--- src/hw/rtl/dtsp_pkg.sv ---
// Shared constants and a helper function for the decimal time string parser.
package dtsp_pkg;

  localparam int FRACTION_DIGITS_DEF = 6;
  localparam int SECONDS_WIDTH_DEF   = 64;

  // Fixed field widths of the stream items.
  localparam int CHAR_W      = 8;
  localparam int STATUS_W    = 1;
  localparam int SECONDS_W   = 64;
  localparam int MICRO_W     = 21;
  localparam int IN_TDATA_W  = 8;
  localparam int OUT_TDATA_W = 88;

  // Character codes.
  localparam logic [CHAR_W-1:0] CH_NUL   = 8'h00;
  localparam logic [CHAR_W-1:0] CH_TAB   = 8'h09;
  localparam logic [CHAR_W-1:0] CH_CR    = 8'h0D;
  localparam logic [CHAR_W-1:0] CH_SPACE = 8'h20;
  localparam logic [CHAR_W-1:0] CH_PLUS  = 8'h2B;
  localparam logic [CHAR_W-1:0] CH_MINUS = 8'h2D;
  localparam logic [CHAR_W-1:0] CH_POINT = 8'h2E;
  localparam logic [CHAR_W-1:0] CH_ZERO  = 8'h30;
  localparam logic [CHAR_W-1:0] CH_NINE  = 8'h39;

  // Status codes.
  localparam logic [STATUS_W-1:0] STATUS_OK    = 1'b0;
  localparam logic [STATUS_W-1:0] STATUS_ERROR = 1'b1;

  // Power of ten, evaluated at elaboration only.
  function automatic logic [63:0] pow10(int n);
    logic [63:0] r;
    r = 64'd1;
    for (int i = 0; i < n; i++) begin
      r = r * 64'd10;
    end
    return r;
  endfunction

endpackage

--- src/hw/rtl/decimal_time_string_parser_unit.sv ---
// Top level of the decimal time string parser: character stream in, time value out.
// Result path: a NUL item accepted into the input register moves on into the result register,
// where its result item becomes valid.
// Throughput: one character per cycle; a NUL only waits while the result register is full
// and not being read.
// Reset: asynchronous, active low; clears both valid flags and the parse state.
module decimal_time_string_parser_unit #(
  parameter int FRACTION_DIGITS = dtsp_pkg::FRACTION_DIGITS_DEF,
  parameter int SECONDS_WIDTH   = dtsp_pkg::SECONDS_WIDTH_DEF
) (
  input  logic                             clk_i,
  input  logic                             rst_ni,
  // tdata: character[7:0]
  input  logic [dtsp_pkg::IN_TDATA_W-1:0]  s_axis_tdata_i,
  input  logic                             s_axis_tvalid_i,
  output logic                             s_axis_tready_o,
  // tdata: status[0], seconds[64:1], microseconds[85:65], zero fill[87:86]
  output logic [dtsp_pkg::OUT_TDATA_W-1:0] m_axis_tdata_o,
  output logic                             m_axis_tvalid_o,
  input  logic                             m_axis_tready_i
);

  localparam int ACC_W  = SECONDS_WIDTH - 1;
  localparam int PROD_W = SECONDS_WIDTH + 3;
  localparam int FRAC_W = $clog2(10 ** FRACTION_DIGITS);
  localparam int CNT_W  = $clog2(FRACTION_DIGITS + 1);
  localparam int IDX_W  = (FRACTION_DIGITS > 1) ? $clog2(FRACTION_DIGITS) : 1;
  localparam int NEG_W  = FRAC_W + dtsp_pkg::MICRO_W;
  localparam logic [PROD_W-1:0] LIMIT = (PROD_W'(1) << (SECONDS_WIDTH - 1)) - PROD_W'(1);

  localparam logic [2:0] PH_LEAD   = 3'd0;
  localparam logic [2:0] PH_SIGNED = 3'd1;
  localparam logic [2:0] PH_INT    = 3'd2;
  localparam logic [2:0] PH_POINT  = 3'd3;
  localparam logic [2:0] PH_FRAC   = 3'd4;
  localparam logic [2:0] PH_TRAIL  = 3'd5;
  localparam logic [2:0] PH_ERROR  = 3'd6;

  // Input register.
  logic                        in_valid_q;
  logic [dtsp_pkg::CHAR_W-1:0] char_q;

  // Parse state.
  logic [2:0]        phase_q, phase_d;
  logic              negative_q, negative_d;
  logic [ACC_W-1:0]  whole_q, whole_d;
  logic              overflow_q, overflow_d;
  logic [FRAC_W-1:0] frac_q, frac_d;
  logic [CNT_W-1:0]  count_q, count_d;

  // Result register.
  logic                             out_valid_q, out_valid_d;
  logic [dtsp_pkg::OUT_TDATA_W-1:0] out_data_q, out_data_d;

  logic advance;
  logic out_free;
  logic is_nul;
  logic is_ws;
  logic is_digit;
  logic [3:0] digit;
  logic [PROD_W-1:0] whole_next;
  logic digit_overflows;
  logic [FRAC_W-1:0] place [2**IDX_W];
  logic [FRAC_W+3:0] frac_step;
  logic result_ok;
  logic [dtsp_pkg::SECONDS_W-1:0] seconds_val;
  logic [NEG_W-1:0] frac_signed;
  logic [dtsp_pkg::MICRO_W-1:0] micro_val;

  // Weight of the next fraction digit, so that the fraction is always held padded.
  for (genvar g = 0; g < 2**IDX_W; g++) begin : g_place
    if (g < FRACTION_DIGITS) begin : g_used
      assign place[g] = FRAC_W'(dtsp_pkg::pow10(FRACTION_DIGITS - 1 - g));
    end else begin : g_unused
      assign place[g] = '0;
    end
  end

  assign out_free = !out_valid_q || m_axis_tready_i;
  assign is_nul   = (char_q == dtsp_pkg::CH_NUL);
  // A character only stalls when it is a NUL and the result register is still full.
  assign advance  = in_valid_q && (!is_nul || out_free);
  assign s_axis_tready_o = !in_valid_q || advance;

  assign is_ws    = (char_q == dtsp_pkg::CH_SPACE) ||
                    ((char_q >= dtsp_pkg::CH_TAB) && (char_q <= dtsp_pkg::CH_CR));
  assign is_digit = (char_q >= dtsp_pkg::CH_ZERO) && (char_q <= dtsp_pkg::CH_NINE);
  assign digit    = char_q[3:0];

  assign whole_next = {3'b000, whole_q, 1'b0} + {1'b0, whole_q, 3'b000} + PROD_W'(digit);
  assign digit_overflows = overflow_q || (whole_next > LIMIT);
  assign frac_step = {4'd0, frac_q} + (FRAC_W + 4)'(digit * place[count_q[IDX_W-1:0]]);

  assign result_ok = ((phase_q == PH_INT) || (phase_q == PH_POINT) ||
                      (phase_q == PH_FRAC) || (phase_q == PH_TRAIL)) && !overflow_q;
  assign seconds_val = negative_q ? (dtsp_pkg::SECONDS_W'(0) - dtsp_pkg::SECONDS_W'(whole_q))
                                  : dtsp_pkg::SECONDS_W'(whole_q);
  assign frac_signed = negative_q ? (NEG_W'(0) - NEG_W'(frac_q)) : NEG_W'(frac_q);
  assign micro_val   = frac_signed[dtsp_pkg::MICRO_W-1:0];

  always_comb begin
    phase_d    = phase_q;
    negative_d = negative_q;
    whole_d    = whole_q;
    overflow_d = overflow_q;
    frac_d     = frac_q;
    count_d    = count_q;
    out_data_d = out_data_q;
    out_valid_d = out_valid_q && !m_axis_tready_i;

    if (advance) begin
      if (is_nul) begin
        out_valid_d = 1'b1;
        if (result_ok) begin
          out_data_d = {2'b00, micro_val, seconds_val, dtsp_pkg::STATUS_OK};
        end else begin
          out_data_d = {2'b00, dtsp_pkg::MICRO_W'(0), dtsp_pkg::SECONDS_W'(0),
                        dtsp_pkg::STATUS_ERROR};
        end
        // The next character starts a fresh string.
        phase_d    = PH_LEAD;
        negative_d = 1'b0;
        whole_d    = '0;
        overflow_d = 1'b0;
        frac_d     = '0;
        count_d    = '0;
      end else begin
        unique case (phase_q) inside
          PH_LEAD: begin
            if (is_ws) begin
              phase_d = PH_LEAD;
            end else if (char_q == dtsp_pkg::CH_PLUS) begin
              phase_d = PH_SIGNED;
            end else if (char_q == dtsp_pkg::CH_MINUS) begin
              negative_d = 1'b1;
              phase_d    = PH_SIGNED;
            end else if (is_digit) begin
              phase_d = PH_INT;
              if (digit_overflows) overflow_d = 1'b1;
              else whole_d = whole_next[ACC_W-1:0];
            end else begin
              phase_d = PH_ERROR;
            end
          end
          PH_SIGNED, PH_INT: begin
            if (is_digit) begin
              phase_d = PH_INT;
              if (digit_overflows) overflow_d = 1'b1;
              else whole_d = whole_next[ACC_W-1:0];
            end else if ((phase_q == PH_INT) && is_ws) begin
              phase_d = PH_TRAIL;
            end else if ((phase_q == PH_INT) && (char_q == dtsp_pkg::CH_POINT)) begin
              phase_d = PH_POINT;
            end else begin
              phase_d = PH_ERROR;
            end
          end
          PH_POINT, PH_FRAC: begin
            if (is_digit) begin
              if (count_q >= CNT_W'(FRACTION_DIGITS)) begin
                phase_d = PH_ERROR;
              end else begin
                frac_d  = frac_step[FRAC_W-1:0];
                count_d = count_q + CNT_W'(1);
                phase_d = PH_FRAC;
              end
            end else if (is_ws) begin
              phase_d = PH_TRAIL;
            end else begin
              phase_d = PH_ERROR;
            end
          end
          PH_TRAIL: begin
            if (!is_ws) phase_d = PH_ERROR;
          end
          default: begin
            phase_d = PH_ERROR;
          end
        endcase
      end
    end
  end

  always_ff @(posedge clk_i or negedge rst_ni) begin
    if (!rst_ni) begin
      in_valid_q  <= 1'b0;
      out_valid_q <= 1'b0;
      phase_q     <= PH_LEAD;
      negative_q  <= 1'b0;
      whole_q     <= '0;
      overflow_q  <= 1'b0;
      frac_q      <= '0;
      count_q     <= '0;
    end else begin
      if (s_axis_tready_o) in_valid_q <= s_axis_tvalid_i;
      out_valid_q <= out_valid_d;
      phase_q     <= phase_d;
      negative_q  <= negative_d;
      whole_q     <= whole_d;
      overflow_q  <= overflow_d;
      frac_q      <= frac_d;
      count_q     <= count_d;
    end
  end

  always_ff @(posedge clk_i) begin
    if (s_axis_tready_o && s_axis_tvalid_i) char_q <= s_axis_tdata_i;
    out_data_q <= out_data_d;
  end

  assign m_axis_tdata_o  = out_data_q;
  assign m_axis_tvalid_o = out_valid_q;

endmodule

--- config.mk ---
export PLATFORM = sky130hd
export DESIGN_NAME = decimal_time_string_parser_unit
export DESIGN_NICKNAME = d
export VERILOG_FILES = /design/src/hw/rtl/dtsp_pkg.sv /design/src/hw/rtl/decimal_time_string_parser_unit.sv
export SDC_FILE = /design/constraint.sdc
export NUM_CORES = 1
export LEC_CHECK = 0
export BUFFER_PORTS_ARGS = -buffer_cell sky130_fd_sc_hd__buf_2
export CORE_ASPECT_RATIO = 1.2
export CORE_UTILIZATION = 30
export CTS_CLUSTER_SIZE = 30
export DETAILED_ROUTE_END_ITERATION = 8
export GPL_TIMING_DRIVEN = 0
export PLACE_DENSITY_LB_ADDON = 0.15
export SLEW_MARGIN = 0
export SYNTH_ARGS = -nofsm -noshare
export SYNTH_HDL_FRONTEND = slang
export SYNTH_SLANG_ARGS = --single-unit
--- constraint.sdc ---
create_clock -name clk_i -period 14.8 [get_ports clk_i]
set_clock_uncertainty 0.05 [all_clocks]
set_input_delay 2.96 -clock clk_i [delete_from_list [all_inputs] [get_ports clk_i]]
set_output_delay 2.96 -clock clk_i [all_outputs]
set_load 0.05 [all_outputs]
==> flow_summary.toml <==
[outcome]
status = "finished, final reports clean"

[power]
power_frac_seq_pct = 48.7
peakVddDrop_mv = 0.05459
internal_power_uw = 841.2
swShare_pct = 25.70
switchingPower_uw = 290.9
power.density_mw_per_mm2 = 63.99
total_leakage_power_nw = 7.928
combPwrFrac_pct = 9.9
pwr-share-clk_pct = 41.4
power_mw = 1.132

[worst_setup_path]
critPathRequiredTime_ps = 11790
worstSetupPathType = "primary input to primary output"
startpoint_type = "primary input"
endpoint = "s_axis_tready_o"
worstPathArrival_ps = 3640
critPathLaunch = "m_axis_tready_i"
cp-end-kind = "primary output"
r2r_cells = 16
path_max_fanout = 3
rr_endpoint = "frac_q[18]"
rr_startpoint = "char_q[1]"
reg2reg_slack_ps = 8790

[run]
drv_cap = 0

[clock_tree]
path_clk_slew_ps = 70
clock-root-buffer = "clkbuf_16"
cts_tree = "yes"
cts_sinks = 187
cts_setup_buffers = 0
clk-insertion-delay-late_ps = 470
cts_inserted_buffers = 17
htreeDepth = 4
clockBufferDepth = 2
cts_resized = 0
cts_hold_buf = 0

[route]
via_count = 13200
drc = 0
drtIter0Drc = 710
firstDrtPassIters = 5
drtAntennaViolNets = 0
finalWirelength_um = 47130
viasPerCell = 5.109
wl_per_cell_um = 18.24

[timing]
finalCritPeriodShare_pct = 44.96
max-slew-margin-rel_pct = 12.48
rsz0062_at_grt = "false"
setup_tns_ps = 0
finalSetupViolations = 0
final.min_clock_period_ps = 6655
hold_violations = 0
drv_slew = 0
tightest_slew_ps = 1313
max_freq_mhz = 150.3

[synth]
ys_top_cells_by_count = "nand2_1, ha_1, nor2_1, xor2_1, a21oi_1"
yosysSeqAreaShare_pct = 32.92
syn_inst = 1751
synth_top_area_share_pct = 18.04
synth_top_cell_by_area = "edfxtp_1"
ys_ff_latch = 187
synth_cell_types = 72
synth.avg_cell_area_um2 = 8.935
synth_flop_cell = "edfxtp_1"
synth.area.top_cells = "edfxtp_1, dfrtp_1, ha_1, xor2_1, fa_1"
synth_most_common_cell = "nand2_1"
synth_edf_count = 94
synth.cell_area_mm2 = 0.01565
synth_warnings = 0
async_flop_share_pct = 49.73

[final_layout]
fin_nets = 2091
areaGrowthSynthToFinish_pct = 13.09
finalNonFillerCells = 2584
regArea_mm2 = 0.005150
nFillCells = 5482
multiInputGateArea_mm2 = 0.009826
drive_above_1_share_pct = 8.638
antenna_cells = 0

[place]
portBuffers = 99
dp.cells = 2552
hpwl_um = 37360
gp_congestion = 0.8749

[floorplan]
core_area_mm2 = 0.05146
start_util_pct = 30.40
die_h_um = 252.2
rows = 91
ioPinCount = 102
die_width_um = 210.5
die_area_mm2 = 0.05307

[grt]
grt_overflow = 0
grt_use_total_pct = 18.22
antenna_found_initial = 0
first_global_vias = 13520
grt_max_degree = 60
grt_pass1_wl_um = 75460

[min_path]
hp-class = "register to register"
sequential cells by signal, indices dropped and copies added (netlist names):
signal and count:
overflow_q 1, negative_q 1, m_axis_tdata_o 86, phase_q 3, char_q 8, m_axis_tvalid_o 1
in_valid_q 1, whole_q 63, frac_q 20, count_q 3
critical path, cell delays in order:
cell and delay, ps:
buf_2 100, nand2b_1 160, nor2_1 90, nand2_1 100
buf_2 220
per-stage QoR:
stage / setup slack [ps] / utilization (%) / hold slack, ps / cell area, um^2
final: 8145 / 34.38 / 436.6 / 17690
after detailed placement: 8141 / 33.26 / 431.4 / 17120
after global routing: 8103 / 34.38 / 482.3 / 17690
after global placement: 3678 / 33.06 / 420.5 / 17020
after floorplan: 6727 / - / 399.8 / 15650
after CTS: 8141 / 34.38 / 441.8 / 17690
cells in the final DEF (no fill, tap or decap), types with 15 or more instances in the layout:
| master | netlist | routed |
|---|---|---|
| nand2_1 | 194 | 194 |
| ha_1 | 168 | 168 |
| nor2_1 | 159 | 158 |
| xor2_1 | 106 | 106 |
| a21oi_1 | 105 | 105 |
| buf_2 | 2 | 100 |
| o21ai_0 | 95 | 95 |
| inv_1 | 94 | 94 |
| edfxtp_1 | 94 | 94 |
| dfrtp_1 | 93 | 93 |
| clkbuf_1 | 80 | 82 |
| o22ai_1 | 63 | 63 |
| xnor2_1 | 48 | 48 |
| a21o_1 | 41 | 41 |
| o31ai_1 | 37 | 37 |
| fa_1 | 37 | 37 |
| nand3_1 | 30 | 30 |
| or3_1 | 28 | 28 |
| nor3_1 | 28 | 28 |
| nand4_1 | 19 | 19 |
| and2_1 | 17 | 17 |
| nand2b_1 | 17 | 17 |
| clkbuf_16 | 0 | 17 |
| o21bai_1 | 15 | 15 |
power by group through the flow:
| stage | combinational (mW) | clock, mW | sequential (mW) |
|---|---|---|---|
| global placement | 0.112 | 0 | 0.562 |
| CTS | 0.115 | 0.484 | 0.551 |
| detailed placement | 0.114 | 0 | 0.562 |
| floorplan | 0.0811 | 0 | 0.561 |
| global route | 0.128 | 0.502 | 0.551 |
| finish | 0.112 | 0.469 | 0.551 |
logic make-up after synthesis:
logic type | Yosys count | synth area share [%]
AND/OR/NAND/NOR | 569 | 17.06
AO/OA/AOI/OAI | 449 | 18.43
adder cells (fa/ha/maj) | 205 | 18.17
flip-flops | 187 | 32.92
buffers and inverters | 180 | 4.383
XOR/XNOR | 154 | 8.621
multiplexers | 6 | 0.3999
other | 1 | 0.02397
cell type report:
| cell class | count | area share (%) |
|---|---|---|
| clock buffers | 19 | 2.447 |
| multi-input cells | 1385 | 55.53 |
| inverters | 95 | 2.015 |
| plain buffers | 85 | 1.860 |
| flip-flops and latches | 187 | 29.11 |
| repair buffers | 103 | 3.310 |
| clock inverters | 13 | 0.7991 |
| well taps | 697 | 4.929 |
worst min-delay path by stage:
stage | slack [ps] | endpoint | from | cells after the start
2_1_floorplan | 400 | frac_q[17] | frac_q[17] | 2
4_1_cts | 440 | frac_q[17] | frac_q[17] | 2
5_1_grt | 480 | frac_q[17] | frac_q[17] | 2
3_3_place_gp | 420 | frac_q[17] | frac_q[17] | 2
3_5_place_dp | 430 | frac_q[17] | frac_q[17] | 2
6_report | 440 | frac_q[17] | frac_q[17] | 2
routing by layer:
metal	share of wire, %	vias to the layer above	GRT usage, %	wire length (um)
met2	49	220	31.81	23270
met4	2.6	0	6.605	1219
li1	-	6543	-	-
met5	0	-	0	0
met1	46	6386	23.32	21540
met3	2.3	52	1.690	1096
Power figures use the tool's default switching activity.
